$ cat src/rtl/magnetic_tape_offset_estimator_defines.svh
// ----------------------------------------------------------------------------
// magnetic tape offset estimator assertion macros
// shared concurrent assertion forms, clocked on clk_i, quiet during reset
// ----------------------------------------------------------------------------
`ifndef MAGNETIC_TAPE_OFFSET_ESTIMATOR_DEFINES_SVH
`define MAGNETIC_TAPE_OFFSET_ESTIMATOR_DEFINES_SVH

// same-cycle implication
`define MTO_ASSERT_IMP(lbl, ante, cons, msg) \
  lbl: assert property (@(posedge clk_i) disable iff (!rst_ni) (ante) |-> (cons)) \
    else $error(msg);

// next-cycle implication
`define MTO_ASSERT_NXT(lbl, ante, cons, msg) \
  lbl: assert property (@(posedge clk_i) disable iff (!rst_ni) (ante) |=> (cons)) \
    else $error(msg);

`endif

$ cat src/rtl/mto_pkg.sv
// ----------------------------------------------------------------------------
// mto_pkg
// shared widths, codes, command types and sizing functions of the estimator
// ----------------------------------------------------------------------------
package mto_pkg;

  localparam int SENSOR_W   = 16;
  localparam int OFFSET_W   = 14;
  localparam int OOT_W      = 13;
  localparam int CFG_IDX_W  = 2;
  localparam int CFG_DATA_W = 13;
  localparam int SCAN_MAX   = 16;

  localparam int NUM_SENSORS_DEF = 16;
  localparam int FRAC_BITS_DEF   = 8;

  // register indexes
  localparam logic [CFG_IDX_W-1:0] REG_HEAD_FORWARD        = 2'd0;
  localparam logic [CFG_IDX_W-1:0] REG_TAIL_FORWARD        = 2'd1;
  localparam logic [CFG_IDX_W-1:0] REG_OUT_OF_TRACK_OFFSET = 2'd2;

  localparam logic [OOT_W-1:0] OOT_RESET = 13'd1280;

  // kept sign codes
  localparam logic [1:0] SIGN_ZERO = 2'b00;
  localparam logic [1:0] SIGN_POS  = 2'b01;
  localparam logic [1:0] SIGN_NEG  = 2'b11;

  typedef struct packed {
    logic load;
    logic scan;
    logic div_init;
    logic div_step;
    logic write_out;
  } ctrl_cmd_t;

  typedef struct packed {
    logic count_zero;
  } dp_status_t;

  // sensors actually looked at
  function automatic int scan_count(input int n);
    return (n < SCAN_MAX) ? n : SCAN_MAX;
  endfunction

  // signed width of the distance sum in half pitches
  function automatic int hs_width(input int n);
    return $clog2(scan_count(n) * (n - 1) + 1) + 1;
  endfunction

  // width of the scaled dividend magnitude
  function automatic int mag_width(input int n, input int f);
    return hs_width(n) - 1 + f - 1;
  endfunction

  // width of the active sensor count
  function automatic int count_width(input int n);
    return $clog2(scan_count(n) + 1);
  endfunction

  // width of the controller step counter
  function automatic int step_width(input int n, input int f);
    return $clog2((scan_count(n) > mag_width(n, f)) ? scan_count(n) : mag_width(n, f));
  endfunction

endpackage

$ cat src/rtl/mto_in_if.sv
// ----------------------------------------------------------------------------
// mto_in_if
// sensor bar reading channel: valid, ready and the reading
// ----------------------------------------------------------------------------
interface mto_in_if;
  logic                          valid;
  logic                          ready;
  logic                          bar_select;
  logic [mto_pkg::SENSOR_W-1:0]  sensor_bits;

  modport source (output valid, bar_select, sensor_bits, input ready);
  modport sink   (input valid, bar_select, sensor_bits, output ready);
endinterface

$ cat src/rtl/mto_out_if.sv
// ----------------------------------------------------------------------------
// mto_out_if
// offset result channel: valid, ready and the result
// ----------------------------------------------------------------------------
interface mto_out_if;
  logic                                valid;
  logic                                ready;
  logic signed [mto_pkg::OFFSET_W-1:0] offset_y;
  logic                                on_track;
  logic                                bar_echo;
  logic                                acquired;

  modport source (output valid, offset_y, on_track, bar_echo, acquired, input ready);
  modport sink   (input valid, offset_y, on_track, bar_echo, acquired, output ready);
endinterface

$ cat src/rtl/mto_cfg_if.sv
// ----------------------------------------------------------------------------
// mto_cfg_if
// configuration write channel: valid, ready, register index and data
// ----------------------------------------------------------------------------
interface mto_cfg_if;
  logic                           valid;
  logic                           ready;
  logic [mto_pkg::CFG_IDX_W-1:0]  index;
  logic [mto_pkg::CFG_DATA_W-1:0] data;

  modport source (output valid, index, data, input ready);
  modport sink   (input valid, index, data, output ready);
endinterface

$ cat src/rtl/mto_ctrl.sv
// ----------------------------------------------------------------------------
// mto_ctrl
// sequencer: sensor scan, divide steps and result hand-off
// ----------------------------------------------------------------------------
`include "magnetic_tape_offset_estimator_defines.svh"

module mto_ctrl #(
  parameter int NUM_SENSORS = mto_pkg::NUM_SENSORS_DEF,
  parameter int FRAC_BITS   = mto_pkg::FRAC_BITS_DEF
) (
  input  logic                clk_i,
  input  logic                rst_ni,
  input  logic                in_valid_i,
  output logic                in_ready_o,
  input  logic                out_ready_i,
  output logic                out_valid_o,
  input  mto_pkg::dp_status_t status_i,
  output mto_pkg::ctrl_cmd_t  cmd_o
);
  import mto_pkg::*;

  localparam int SCAN_N = scan_count(NUM_SENSORS);
  localparam int MAG_W  = mag_width(NUM_SENSORS, FRAC_BITS);
  localparam int STEP_W = step_width(NUM_SENSORS, FRAC_BITS);

  localparam logic [2:0] S_IDLE   = 3'd0;
  localparam logic [2:0] S_SCAN   = 3'd1;
  localparam logic [2:0] S_PREP   = 3'd2;
  localparam logic [2:0] S_DIV    = 3'd3;
  localparam logic [2:0] S_FINISH = 3'd4;

  logic [2:0]        state_q, state_d;
  logic [STEP_W-1:0] step_q, step_d;
  logic              out_valid_q, out_valid_d;

  always_comb begin
    cmd_o           = '0;
    cmd_o.load      = (state_q == S_IDLE) && in_valid_i;
    cmd_o.scan      = (state_q == S_SCAN);
    cmd_o.div_init  = (state_q == S_PREP) && !status_i.count_zero;
    cmd_o.div_step  = (state_q == S_DIV);
    cmd_o.write_out = (state_q == S_FINISH) && (!out_valid_q || out_ready_i);
  end

  assign in_ready_o  = (state_q == S_IDLE);
  assign out_valid_o = out_valid_q;

  always_comb begin
    state_d     = state_q;
    step_d      = step_q;
    out_valid_d = out_valid_q;
    if (out_ready_i) begin
      out_valid_d = 1'b0;
    end
    case (state_q)
      S_IDLE: begin
        if (in_valid_i) begin
          state_d = S_SCAN;
          step_d  = STEP_W'(SCAN_N - 1);
        end
      end
      S_SCAN: begin
        if (step_q == '0) begin
          state_d = S_PREP;
        end else begin
          step_d = step_q - 1'b1;
        end
      end
      S_PREP: begin
        // no active sensor skips the divide
        if (status_i.count_zero) begin
          state_d = S_FINISH;
        end else begin
          state_d = S_DIV;
          step_d  = STEP_W'(MAG_W - 1);
        end
      end
      S_DIV: begin
        if (step_q == '0) begin
          state_d = S_FINISH;
        end else begin
          step_d = step_q - 1'b1;
        end
      end
      S_FINISH: begin
        if (cmd_o.write_out) begin
          state_d     = S_IDLE;
          out_valid_d = 1'b1;
        end
      end
      default: begin
        state_d = S_IDLE;
      end
    endcase
  end

  always_ff @(posedge clk_i or negedge rst_ni) begin
    if (!rst_ni) begin
      state_q     <= S_IDLE;
      step_q      <= '0;
      out_valid_q <= 1'b0;
    end else begin
      state_q     <= state_d;
      step_q      <= step_d;
      out_valid_q <= out_valid_d;
    end
  end

  `MTO_ASSERT_NXT(a_result_held, out_valid_q && !out_ready_i, out_valid_q, "result dropped while stalled")
  `MTO_ASSERT_NXT(a_scan_start, cmd_o.load, (state_q == S_SCAN) && (step_q == STEP_W'(SCAN_N - 1)), "scan did not start")
  `MTO_ASSERT_NXT(a_div_end, (state_q == S_DIV) && (step_q == '0), state_q == S_FINISH, "divide overran")
  `MTO_ASSERT_NXT(a_write_done, cmd_o.write_out, out_valid_q && (state_q == S_IDLE), "result not presented")

endmodule

$ cat src/rtl/mto_dpath.sv
// ----------------------------------------------------------------------------
// mto_dpath
// config registers, distance accumulator, restoring divider, result register
// ----------------------------------------------------------------------------
module mto_dpath #(
  parameter int NUM_SENSORS = mto_pkg::NUM_SENSORS_DEF,
  parameter int FRAC_BITS   = mto_pkg::FRAC_BITS_DEF
) (
  input  logic                                clk_i,
  input  logic                                rst_ni,
  mto_cfg_if.sink                             cfg_i,
  input  logic                                bar_select_i,
  input  logic [mto_pkg::SENSOR_W-1:0]        sensor_bits_i,
  input  mto_pkg::ctrl_cmd_t                  cmd_i,
  output mto_pkg::dp_status_t                 status_o,
  output logic signed [mto_pkg::OFFSET_W-1:0] offset_y_o,
  output logic                                on_track_o,
  output logic                                bar_echo_o,
  output logic                                acquired_o
);
  import mto_pkg::*;

  localparam int HS_W  = hs_width(NUM_SENSORS);
  localparam int MAG_W = mag_width(NUM_SENSORS, FRAC_BITS);
  localparam int CNT_W = count_width(NUM_SENSORS);
  localparam int EXT_W = MAG_W + OFFSET_W + 1;

  localparam logic signed [HS_W-1:0] TERM_START = HS_W'(NUM_SENSORS - 1);
  localparam logic signed [HS_W-1:0] TERM_STEP  = HS_W'(2);
  localparam logic [OFFSET_W-1:0] OFF_MAX = {1'b0, {(OFFSET_W-1){1'b1}}};
  localparam logic [OFFSET_W-1:0] OFF_MIN = {1'b1, {(OFFSET_W-1){1'b0}}};

  // configuration
  logic             head_fwd_q;
  logic             tail_fwd_q;
  logic [OOT_W-1:0] oot_q;

  // persistent tracking state
  logic [1:0] last_sign_q;
  logic       ever_found_q;

  // per-item working registers
  logic [SENSOR_W-1:0]    bits_q;
  logic                   bar_q;
  logic signed [HS_W-1:0] term_q;
  logic signed [HS_W-1:0] sum_q;
  logic [CNT_W-1:0]       cnt_q;
  logic [MAG_W-1:0]       nq_q;
  logic [CNT_W-1:0]       rem_q;
  logic                   neg_q;
  logic [1:0]             res_sign_q;

  // result register
  logic [OFFSET_W-1:0] offset_q;
  logic                on_q;
  logic                bar_out_q;
  logic                acq_q;

  logic                   fwd;
  logic                   sum_neg;
  logic [HS_W-1:0]        sum_abs;
  logic [CNT_W:0]         trial;
  logic                   trial_ge;
  logic [CNT_W:0]         trial_sub;
  logic [EXT_W-1:0]       q_ext;
  logic [OFFSET_W-1:0]    offset_on;
  logic [OFFSET_W-1:0]    offset_off;
  logic [OFFSET_W-1:0]    oot_ext;

  assign cfg_i.ready         = 1'b1;
  assign status_o.count_zero = (cnt_q == '0);

  assign fwd     = bar_q ? tail_fwd_q : head_fwd_q;
  assign sum_neg = sum_q[HS_W-1];
  assign sum_abs = sum_neg ? HS_W'(-sum_q) : HS_W'(sum_q);

  assign trial     = {rem_q, nq_q[MAG_W-1]};
  assign trial_ge  = (trial >= {1'b0, cnt_q});
  assign trial_sub = trial - {1'b0, cnt_q};

  // truncated quotient magnitude, sign applied after the divide
  assign q_ext = EXT_W'(nq_q);
  always_comb begin
    if (neg_q) begin
      offset_on = (q_ext > EXT_W'(OFF_MIN)) ? OFF_MIN : -q_ext[OFFSET_W-1:0];
    end else begin
      offset_on = (q_ext > EXT_W'(OFF_MAX)) ? OFF_MAX : q_ext[OFFSET_W-1:0];
    end
  end

  assign oot_ext = {1'b0, oot_q};
  always_comb begin
    case (last_sign_q)
      SIGN_POS: offset_off = oot_ext;
      SIGN_NEG: offset_off = -oot_ext;
      default:  offset_off = '0;
    endcase
  end

  always_ff @(posedge clk_i or negedge rst_ni) begin
    if (!rst_ni) begin
      head_fwd_q <= 1'b1;
      tail_fwd_q <= 1'b1;
      oot_q      <= OOT_RESET;
    end else if (cfg_i.valid) begin
      case (cfg_i.index)
        REG_HEAD_FORWARD:        head_fwd_q <= cfg_i.data[0];
        REG_TAIL_FORWARD:        tail_fwd_q <= cfg_i.data[0];
        REG_OUT_OF_TRACK_OFFSET: oot_q      <= cfg_i.data[OOT_W-1:0];
        default: begin
        end
      endcase
    end
  end

  always_ff @(posedge clk_i or negedge rst_ni) begin
    if (!rst_ni) begin
      last_sign_q  <= SIGN_ZERO;
      ever_found_q <= 1'b0;
    end else if (cmd_i.write_out && (cnt_q != '0)) begin
      last_sign_q  <= res_sign_q;
      ever_found_q <= 1'b1;
    end
  end

  always_ff @(posedge clk_i) begin
    if (cmd_i.load) begin
      bits_q <= sensor_bits_i;
      bar_q  <= bar_select_i;
      term_q <= TERM_START;
      sum_q  <= '0;
      cnt_q  <= '0;
    end
    if (cmd_i.scan) begin
      // one sensor per cycle, distance steps down by two half pitches
      bits_q <= {1'b0, bits_q[SENSOR_W-1:1]};
      term_q <= term_q - TERM_STEP;
      if (bits_q[0]) begin
        sum_q <= sum_q + term_q;
        cnt_q <= cnt_q + 1'b1;
      end
    end
    if (cmd_i.div_init) begin
      nq_q  <= {sum_abs[HS_W-2:0], {(FRAC_BITS-1){1'b0}}};
      rem_q <= '0;
      neg_q <= sum_neg ^ fwd;
      if (sum_q == '0) begin
        res_sign_q <= SIGN_ZERO;
      end else begin
        res_sign_q <= (sum_neg ^ fwd) ? SIGN_NEG : SIGN_POS;
      end
    end
    if (cmd_i.div_step) begin
      nq_q  <= {nq_q[MAG_W-2:0], trial_ge};
      rem_q <= trial_ge ? trial_sub[CNT_W-1:0] : trial[CNT_W-1:0];
    end
    if (cmd_i.write_out) begin
      offset_q  <= (cnt_q != '0) ? offset_on : offset_off;
      on_q      <= (cnt_q != '0);
      bar_out_q <= bar_q;
      acq_q     <= ever_found_q | (cnt_q != '0);
    end
  end

  assign offset_y_o = $signed(offset_q);
  assign on_track_o = on_q;
  assign bar_echo_o = bar_out_q;
  assign acquired_o = acq_q;

endmodule

$ cat src/rtl/magnetic_tape_offset_estimator.sv
// ----------------------------------------------------------------------------
// magnetic_tape_offset_estimator
// lateral tape offset from one sensor bar reading per transaction
// ----------------------------------------------------------------------------
// usage:
//   in_i   takes one reading: bar_select (0 head, 1 tail) and sensor_bits
//   out_o  gives one result per reading: offset_y (signed, Q8 pitches),
//          on_track, bar_echo and acquired
//   cfg_i  writes head_forward (0), tail_forward (1), out_of_track_offset (2);
//          always ready, write only while no reading is in flight
// timing:
//   one reading at a time; the sensor scan looks at min(NUM_SENSORS,16) sensors,
//   one per cycle, then the restoring divide by the active count takes one
//   quotient bit per cycle (15 bits at the defaults), with the IDLE, PREP and
//   FINISH states around them; the divide is skipped when off track
//   the result sits in an output register, so one result may wait there
//   while the next reading is worked on; a stalled receiver only holds the
//   next result back once that register is full
// reset:
//   forward settings to 1, out-of-track offset to 1280, kept sign to zero,
//   acquired history cleared, result register not reset; no clearing pass
// ----------------------------------------------------------------------------
module magnetic_tape_offset_estimator #(
  parameter int NUM_SENSORS = mto_pkg::NUM_SENSORS_DEF,
  parameter int FRAC_BITS   = mto_pkg::FRAC_BITS_DEF
) (
  input  logic     clk_i,
  input  logic     rst_ni,
  mto_in_if.sink   in_i,
  mto_out_if.source out_o,
  mto_cfg_if.sink  cfg_i
);
  import mto_pkg::*;

  ctrl_cmd_t  cmd;
  dp_status_t status;

  mto_ctrl #(
    .NUM_SENSORS (NUM_SENSORS),
    .FRAC_BITS   (FRAC_BITS)
  ) u_ctrl (
    .clk_i       (clk_i),
    .rst_ni      (rst_ni),
    .in_valid_i  (in_i.valid),
    .in_ready_o  (in_i.ready),
    .out_ready_i (out_o.ready),
    .out_valid_o (out_o.valid),
    .status_i    (status),
    .cmd_o       (cmd)
  );

  mto_dpath #(
    .NUM_SENSORS (NUM_SENSORS),
    .FRAC_BITS   (FRAC_BITS)
  ) u_dpath (
    .clk_i         (clk_i),
    .rst_ni        (rst_ni),
    .cfg_i         (cfg_i),
    .bar_select_i  (in_i.bar_select),
    .sensor_bits_i (in_i.sensor_bits),
    .cmd_i         (cmd),
    .status_o      (status),
    .offset_y_o    (out_o.offset_y),
    .on_track_o    (out_o.on_track),
    .bar_echo_o    (out_o.bar_echo),
    .acquired_o    (out_o.acquired)
  );

endmodule
$ cat src/flat_wrapper.sv
// flat-port wrapper written by rule: the top's interface ports become plain ports
module magnetic_tape_offset_estimator_flat import mto_pkg::*;
#(
  parameter int NUM_SENSORS = mto_pkg::NUM_SENSORS_DEF,
  parameter int FRAC_BITS   = mto_pkg::FRAC_BITS_DEF
)
  (clk_i, rst_ni, in_i_valid, in_i_bar_select, in_i_sensor_bits, in_i_ready, out_o_valid, out_o_offset_y, out_o_on_track, out_o_bar_echo, out_o_acquired, out_o_ready, cfg_i_valid, cfg_i_index, cfg_i_data, cfg_i_ready);
  mto_in_if in_i_i ();
  mto_out_if out_o_i ();
  mto_cfg_if cfg_i_i ();
  input  logic clk_i;
  input  logic rst_ni;
  input wire logic [$bits(in_i_i.valid)-1:0] in_i_valid;
  input wire logic [$bits(in_i_i.bar_select)-1:0] in_i_bar_select;
  input wire logic [$bits(in_i_i.sensor_bits)-1:0] in_i_sensor_bits;
  output wire logic [$bits(in_i_i.ready)-1:0] in_i_ready;
  output wire logic [$bits(out_o_i.valid)-1:0] out_o_valid;
  output wire logic [$bits(out_o_i.offset_y)-1:0] out_o_offset_y;
  output wire logic [$bits(out_o_i.on_track)-1:0] out_o_on_track;
  output wire logic [$bits(out_o_i.bar_echo)-1:0] out_o_bar_echo;
  output wire logic [$bits(out_o_i.acquired)-1:0] out_o_acquired;
  input wire logic [$bits(out_o_i.ready)-1:0] out_o_ready;
  input wire logic [$bits(cfg_i_i.valid)-1:0] cfg_i_valid;
  input wire logic [$bits(cfg_i_i.index)-1:0] cfg_i_index;
  input wire logic [$bits(cfg_i_i.data)-1:0] cfg_i_data;
  output wire logic [$bits(cfg_i_i.ready)-1:0] cfg_i_ready;
  assign in_i_i.valid = in_i_valid;
  assign in_i_i.bar_select = in_i_bar_select;
  assign in_i_i.sensor_bits = in_i_sensor_bits;
  assign in_i_ready = in_i_i.ready;
  assign out_o_valid = out_o_i.valid;
  assign out_o_offset_y = out_o_i.offset_y;
  assign out_o_on_track = out_o_i.on_track;
  assign out_o_bar_echo = out_o_i.bar_echo;
  assign out_o_acquired = out_o_i.acquired;
  assign out_o_i.ready = out_o_ready;
  assign cfg_i_i.valid = cfg_i_valid;
  assign cfg_i_i.index = cfg_i_index;
  assign cfg_i_i.data = cfg_i_data;
  assign cfg_i_ready = cfg_i_i.ready;
  magnetic_tape_offset_estimator #(.NUM_SENSORS(NUM_SENSORS), .FRAC_BITS(FRAC_BITS)) u_core (.clk_i(clk_i), .rst_ni(rst_ni), .in_i(in_i_i), .out_o(out_o_i), .cfg_i(cfg_i_i));
endmodule
$ cat config.mk
export PLATFORM = sky130hd
export DESIGN_NAME = magnetic_tape_offset_estimator_flat
export DESIGN_NICKNAME = d
export VERILOG_FILES = /design/src/rtl/mto_pkg.sv /design/src/rtl/mto_in_if.sv /design/src/rtl/mto_out_if.sv /design/src/rtl/mto_cfg_if.sv /design/src/rtl/mto_ctrl.sv /design/src/rtl/mto_dpath.sv /design/src/rtl/magnetic_tape_offset_estimator.sv /design/src/flat_wrapper.sv
export VERILOG_INCLUDE_DIRS = /design/src /design/src/rtl
export SDC_FILE = /design/constraint.sdc
export NUM_CORES = 1
export LEC_CHECK = 0
export ABC_AREA = 0
export BUFFER_PORTS_ARGS = -buffer_cell sky130_fd_sc_hd__buf_2
export CORE_MARGIN = 1
export CORE_UTILIZATION = 45
export DETAILED_ROUTE_END_ITERATION = 6
export GPL_TIMING_DRIVEN = 0
export HOLD_SLACK_MARGIN = 0.05
export PLACE_DENSITY = 0.72
export SETUP_SLACK_MARGIN = 0.2
export SYNTH_ARGS = -nofsm -noshare
export SYNTH_HDL_FRONTEND = slang
export SYNTH_SLANG_ARGS = --single-unit
$ cat constraint.sdc
create_clock -name clk_i -period 3.74 [get_ports clk_i]
set_input_delay 0.187 -clock clk_i [delete_from_list [all_inputs] [get_ports clk_i]]
set_output_delay 0.187 -clock clk_i [all_outputs]
set_load 0.02 [all_outputs]
==> out/metrics.cfg, run 1 <==
[sta]
fin_tns_setup_ns = 0
final-max-slew-violation-count = 0
hold_violations = 0
min_period_over_period_pct = 74.7
worstMarginPinSlew_ns = 1.08
layout_min_cycle_time_ns = 2.79
rsz0062_at_grt = no
slew_headroom_pct = 27.9
fmax_ghz = 0.358
setup_violations = 0
finClkSkew_ns = 0.00944

[synth]
synth-main-ff-cell = edfxtp_1
synth_area_mm2 = 0.00570
yosysTopAreaCellShare_pct = 33.7
async_flop_share_pct = 24.8
synth_area_per_cell_um2 = 9.89
yosysTopAreaCell = edfxtp_1
synthCells = 576
ys_ff_latch = 105
yosysSeqAreaShare_pct = 50.5
synthesis.nets = 636
ys_types = 53
synthTopCellsByArea = edfxtp_1 34%, dfrtp_1 9.7%, nand2_1 6.1%, dfxtp_1 5.3%, ha_1 4.6%
yosys_warnings = 0
synth_edf_count = 64

[placement]
port_buffers = 55
dp_cells = 800
place_congestion = 0.873
hpwl_um = 8770

[detailed_routing]
routed_wl_um = 11600
drt-initial-drc-count = 281
num_vias = 4311
postRouteAntennaNets = 0
via_per_inst = 5.26
drc = 0
wl_per_cell_um = 14.2
dr.pass1.iters = 4

[die]
die_h_um = 115
placementRows = 40
dieArea_mm2 = 0.0131
start_util_pct = 46.8
die_x_um = 115
core_mm2 = 0.0122
io-pin-count = 57

[final_layout]
diodes = 0
syn_to_final_growth_pct = 14.3
n_fill_cell = 1079
postLayoutCoreUtil_pct = 53.5
layout-drive-gt1-share_pct = 16.4
fin_cells = 819
final_nets = 706

[setup_path]
r2r_slack_ns = 0.95
crit_fanout = 20
critPathArrivalTime_ns = 2.77
critical_path_class = register to register
r2r-start = u_core.u_dpath.cnt_q[1]
rr_endpoint = u_core.u_dpath.rem_q[3]
cp.required_ns = 3.72
reg2reg_depth = 5
start_kind = register
worstSetupEndpointType = register

[min_path]
min-delay-start = cfg_i_data[5]
holdPathEnd = u_core.u_dpath.oot_q[5]
hp-class = primary input to register
whs_path_depth = 2

[grt]
gr-usage-met3_pct = 5.03
met2_usage_pct = 34.7
grt_pass1_vias = 4324
grt_max_degree = 27
use_met1_pct = 22.6
grt_usage_pct = 19.4
grt.busiest_layer = met2
gr-total-overflow = 0
antenna_found_initial = 0
grt_pass1_wl_um = 19900

[clocking]
root_buffer = clkbuf_16
post_cts_resized = 0
numCtsBuffers = 9
clock_sinks = 105
clk_latency_ns = 0.35
clk_path_buf_depth = 2
path_clk_slew_ns = 0.07
h-tree-depth = 3
cts_tree = done

[power]
leakagePower_nw = 2.61
ir_drop_mv = 0.372
powerDensity_mw_per_mm2 = 763
power.total_mw = 4.97

[status]
outcome = completed

[run]
cap_violations = 0

==> repair_timing <==
action                                 in CTS  in global routing
hold buffers                                3                  0
setup buffers                               0                  0
endpoints found under the hold margin      24                  0
==> worst max-delay path, stage by stage, from the launching register on <==
cell     delay, ns
dfxtp_1       0.36
inv_1         0.10
ha_1          0.13
nor4b_2       0.85
inv_1         0.39
o21a_1        0.57
==> per-stage QoR <==
step | cell area, µm² | worst slack, ns | hold WS [ns]
floorplan | 5700 | 1.40 | -0.109
global placement | 6180 | 0.862 | 0.219
detailed placement | 6200 | 0.940 | 0.244
CTS | 6510 | 0.915 | 0.0540
global route | 6510 | 0.689 | 0.0556
finish | 6510 | 0.947 | 0.0693
==> worst max path at each step <==
stage | cells past startpoint | startpoint | to | slack (ns)
4_1_cts | 5 | u_core.u_dpath.cnt_q[1] | u_core.u_dpath.nq_q[12] | 0.91
2_1_floorplan | 4 | u_core.u_ctrl.state_q[1] | u_core.u_dpath.bits_q[0] | 1.40
3_3_place_gp | 6 | u_core.u_ctrl.state_q[1] | u_core.u_dpath.last_sign_q[1] | 0.86
6_report | 5 | u_core.u_dpath.cnt_q[1] | u_core.u_dpath.rem_q[3] | 0.95
3_5_place_dp | 5 | u_core.u_dpath.cnt_q[1] | u_core.u_dpath.rem_q[4] | 0.94
5_1_grt | 5 | u_core.u_dpath.cnt_q[1] | u_core.u_dpath.nq_q[12] | 0.69
==> synth_stat cells (2+ instances only) <==
| library cell | n |
|---|---|
| and3_1 | 6 |
| o22ai_1 | 12 |
| o2111ai_1 | 2 |
| xnor2_1 | 18 |
| inv_1 | 28 |
| mux2_2 | 19 |
| nor3b_1 | 4 |
| nor2b_1 | 7 |
| ha_1 | 21 |
| xor2_1 | 16 |
| dfrtp_1 | 22 |
| o211ai_1 | 4 |
| or3_4 | 2 |
| clkbuf_1 | 15 |
| nand4_1 | 6 |
| a21boi_0 | 2 |
| nor4_1 | 7 |
| dfxtp_1 | 15 |
| nand3b_1 | 7 |
| and2_1 | 4 |
| o21ai_0 | 33 |
| a31oi_1 | 5 |
| o31ai_1 | 6 |
| buf_1 | 2 |
| edfxtp_1 | 64 |
| o21a_1 | 3 |
| or2_2 | 3 |
| fa_1 | 2 |
| mux2i_1 | 6 |
| a21oi_1 | 34 |
| dfstp_2 | 4 |
| nand2b_1 | 5 |
| nand2_1 | 92 |
| nor2_1 | 54 |
| buf_2 | 3 |
| a21o_1 | 4 |
| or4_1 | 3 |
| nand3_1 | 7 |
| nor3_1 | 14 |
| or3_1 | 2 |
==> per-layer routing <==
metal  share of wire (%)  routed length [µm]
met3                 3.1                 359
met1                  45                5240
met5                   0                   0
met4                 1.5                 179
met2                  50                5870
==> cell usage in the layout, fill, tap and decap left out, drive strengths merged, types with 6 or more instances in the layout <==
cell type | netlist | final
a21oi | 34 | 34
dfxtp | 15 | 15
inv | 28 | 30
xnor2 | 18 | 18
mux2i | 6 | 6
o21ai | 33 | 33
nand4 | 6 | 6
ha | 21 | 21
buf | 6 | 62
nand3b | 7 | 7
mux2 | 19 | 19
nor2 | 54 | 54
edfxtp | 64 | 64
nand2 | 92 | 92
o31ai | 6 | 6
dfrtp | 22 | 22
nor2b | 7 | 7
and3 | 6 | 6
nand3 | 7 | 7
nor3 | 15 | 15
xor2 | 16 | 16
o22ai | 12 | 12
clkbuf | 15 | 25
nor4 | 7 | 7
==> state kept, by name, indices dropped and copies added (netlist names) <==
register / count
u_core.u_dpath.offset_y_o: 14
u_core.u_dpath.bar_echo_o: 1
u_core.u_ctrl.out_valid_o: 1
u_core.u_dpath.sum_q: 9
u_core.u_ctrl.state_q: 3
u_core.u_dpath.head_fwd_q: 1
u_core.u_dpath.oot_q: 13
u_core.u_dpath.on_track_o: 1
u_core.u_ctrl.step_q: 4
u_core.u_dpath.tail_fwd_q: 1
u_core.u_dpath.last_sign_q: 2
u_core.u_dpath.rem_q: 5
u_core.u_dpath.bar_q: 1
u_core.u_dpath.neg_q: 1
u_core.u_dpath.term_q: 8
u_core.u_dpath.ever_found_q: 1
u_core.u_dpath.bits_q: 16
u_core.u_dpath.nq_q: 15
u_core.u_dpath.cnt_q: 5
u_core.u_dpath.acquired_o: 1
u_core.u_dpath.res_sign_q: 2
==> layout make-up <==
cell class	count	area, µm²	area share (%)
clock inverters	6	41.3	0.634
clock buffers	10	239	3.67
plain buffers	21	86.3	1.33
well taps	168	210	3.23
multi-input cells	422	2630	40.4
repair buffers	59	320	4.92
inverters	28	105	1.61
flip-flops and latches	105	2880	44.2
==> power by group <==
part,total (mW),internal (mW),switching [mW]
registers,2.04,1.74,0.298
clock network,0.883,0.472,0.411
logic,2.05,0.836,1.21
total,4.97,3.05,1.92
==> cell families after synthesis <==
logic type,count (synthesis),synth area share [%]
and+or+nand+nor,228,19.1
muxes,25,4.81
adders and majority gates,23,5.32
xor gates and xnor gates,34,5.23
buffers and inverters,49,3.36
AOI/OAI and AO/OA,111,11.6
other,1,0.0658
DFF,105,50.5
(Power assumes the default switching activity.)
==> inputs of run 2 (changes only) <==
- clock period: 3.74 -> 2.7 ns (I/O delays scaled with it)
==> run 2 against run 1 <==
Against the previous run:
- combinational power increased by 45%
- first-iteration DRC count decreased by 6.8%
- worst hold slack got worse by 0.0093 ns
- critical path depth increased by 2
- clock skew decreased by 0.0012 ns
- cell count increased by 3.2%
- critical path type unchanged
==> out/metrics.cfg, run 2 (synthesis gave the netlist of run 1 again) <==
[status]
outcome = completed

[setup_path]
path_cells = inv_1 > ha_1 > fa_1 > a21oi_1 > a2111oi_4 > mux2i_1 > nor2_1
critical_path_buf_inv_count = 1
critical_path_class = register to register
worstSetupEndpointType = register
max_stage_delay_ns = 0.59
worst-path-stages = 7
start_kind = register
crit_fanout = 8
reg2reg_depth = 7
cp.required_ns = 2.79
critPathArrivalTime_ns = 2.36
crit_slowest_cell = a2111oi_4
path_delay_family = compound AO/OA/AOI/OAI gates

[sta]
finClkSkew_ns = 0.00821
setup_violations = 0
hold_violations = 0
layout_min_cycle_time_ns = 2.27
min_period_over_period_pct = 84.1
rsz0062_at_grt = no
worstMarginPinSlew_ns = 0.621
fmax_ghz = 0.440
worst_slack_ns = 0.430
fin_tns_setup_ns = 0
hold-worst-slack_ns = 0.0599
slew_headroom_pct = 58.6
final-max-slew-violation-count = 0

[clocking]
root_buffer = clkbuf_16
clock_sinks = 105
clk_path_buf_depth = 2
numCtsBuffers = 9
clk_latency_ns = 0.35
path_clk_slew_ns = 0.07
h-tree-depth = 3
cts_tree = done

[placement]
place_congestion = 0.873
place_ws_ns = -0.0996
placed_area_mm2 = 0.00620
dp_cells = 800
hpwl_um = 8770
port_buffers = 55

[final_layout]
layout_common_cells = 91 x nand2_1, 64 x edfxtp_1, 58 x buf_2
fin_cells = 845
largest_reg_flops = 16
diodes = 0
final_nets = 732
n_fill_cell = 1046
design_area_mm2 = 0.00679
layout-drive-gt1-share_pct = 16.5
regMostFlops = u_core.u_dpath.bits_q
syn_to_final_growth_pct = 19.2
layout_commonest_cell = nand2_1
postLayoutCoreUtil_pct = 55.8

[grt]
grt_pass1_wl_um = 20400
grt_max_degree = 27
antenna_found_initial = 0
grt_usage_pct = 20.0
grt_pass1_vias = 4481
gr-total-overflow = 0

[die]
dieArea_mm2 = 0.0131
io-pin-count = 57
die_h_um = 115
die_x_um = 115
start_util_pct = 46.8
core_mm2 = 0.0122
placementRows = 40

[power]
ir_drop_mv = 0.515
powerDensity_mw_per_mm2 = 1040
power.total_mw = 7.03
leakagePower_nw = 2.73

[detailed_routing]
num_vias = 4474
routed_wl_um = 12300
via_per_inst = 5.29
postRouteAntennaNets = 0
wl_per_cell_um = 14.6
drt-initial-drc-count = 262
drc = 0
dr.pass1.iters = 5

[run]
cap_violations = 0

[min_path]
hp-class = primary input to register
whs_path_depth = 3

[run 2: cell types whose count changed in the layout (fill, tap and decap cells not counted)]
cell	previous run	this run
a2111oi_2	1	0
a2111oi_4	0	1
buf_4	1	4
dlygate4sd3_1	3	26
nand2_1	92	91
nand2_2	0	1
nor4b_2	1	0
nor4b_4	0	1
o21a_1	3	2
o21a_2	0	1
[run 2: layout make-up]
cell class,count,area [µm²],area share (%)
Clock buffer,10,239,3.52
Buffer,21,86.3,1.27
Sequential cell,105,2880,42.4
Inverter,28,105,1.55
Clock inverter,6,41.3,0.608
Tap cell,168,210,3.10
Timing Repair Buffer,85,573,8.44
Multi-Input combinational cell,422,2660,39.1
[run 2: what timing repair did]
action                                 4_1_cts  5_1_grt
hold buffers                                26        0
gates resized for setup                      1        3
endpoints found under the hold margin       47        0
setup buffers                                0        3
setup endpoints to repair                   32       47
[run 2: power breakdown]
part	internal [mW]	switching, mW
Clock	0.653	0.573
Sequential	2.41	0.425
Combinational	1.25	1.73
[run 2: metal layers]
metal | global-route usage [%] | wire (µm) | vias up
met5 | 0 | 0 | -
met2 | 36.2 | 6250 | 103
met3 | 4.18 | 389 | 26
met4 | 8.66 | 289 | 0
met1 | 22.9 | 5380 | 2114
li1 | - | - | 2231
[run 2: final timing paths]
check / end / start / slack (ns)
worst max-delay path: u_core.u_dpath.rem_q[3] / u_core.u_dpath.nq_q[14] / 0.43
worst max register to register: u_core.u_dpath.rem_q[3] / u_core.u_dpath.nq_q[14] / 0.43
worst min register to register: u_core.u_dpath.ever_found_q / u_core.u_dpath.ever_found_q / 0.46
max in group asynchronous: u_core.u_dpath.oot_q[6] / rst_ni / 1.96
worst min-delay path: u_core.u_dpath.bits_q[1] / in_i_sensor_bits[1] / 0.06
min in group asynchronous: u_core.u_dpath.oot_q[11] / rst_ni / 0.33
[run 2: worst reg2reg max path: stages, from the launching register on]
cell and delay, ns:
edfxtp_1 0.46, inv_1 0.09, ha_1 0.19, fa_1 0.25, a21oi_1 0.13, a2111oi_4 0.59, mux2i_1 0.26, nor2_1 0.05
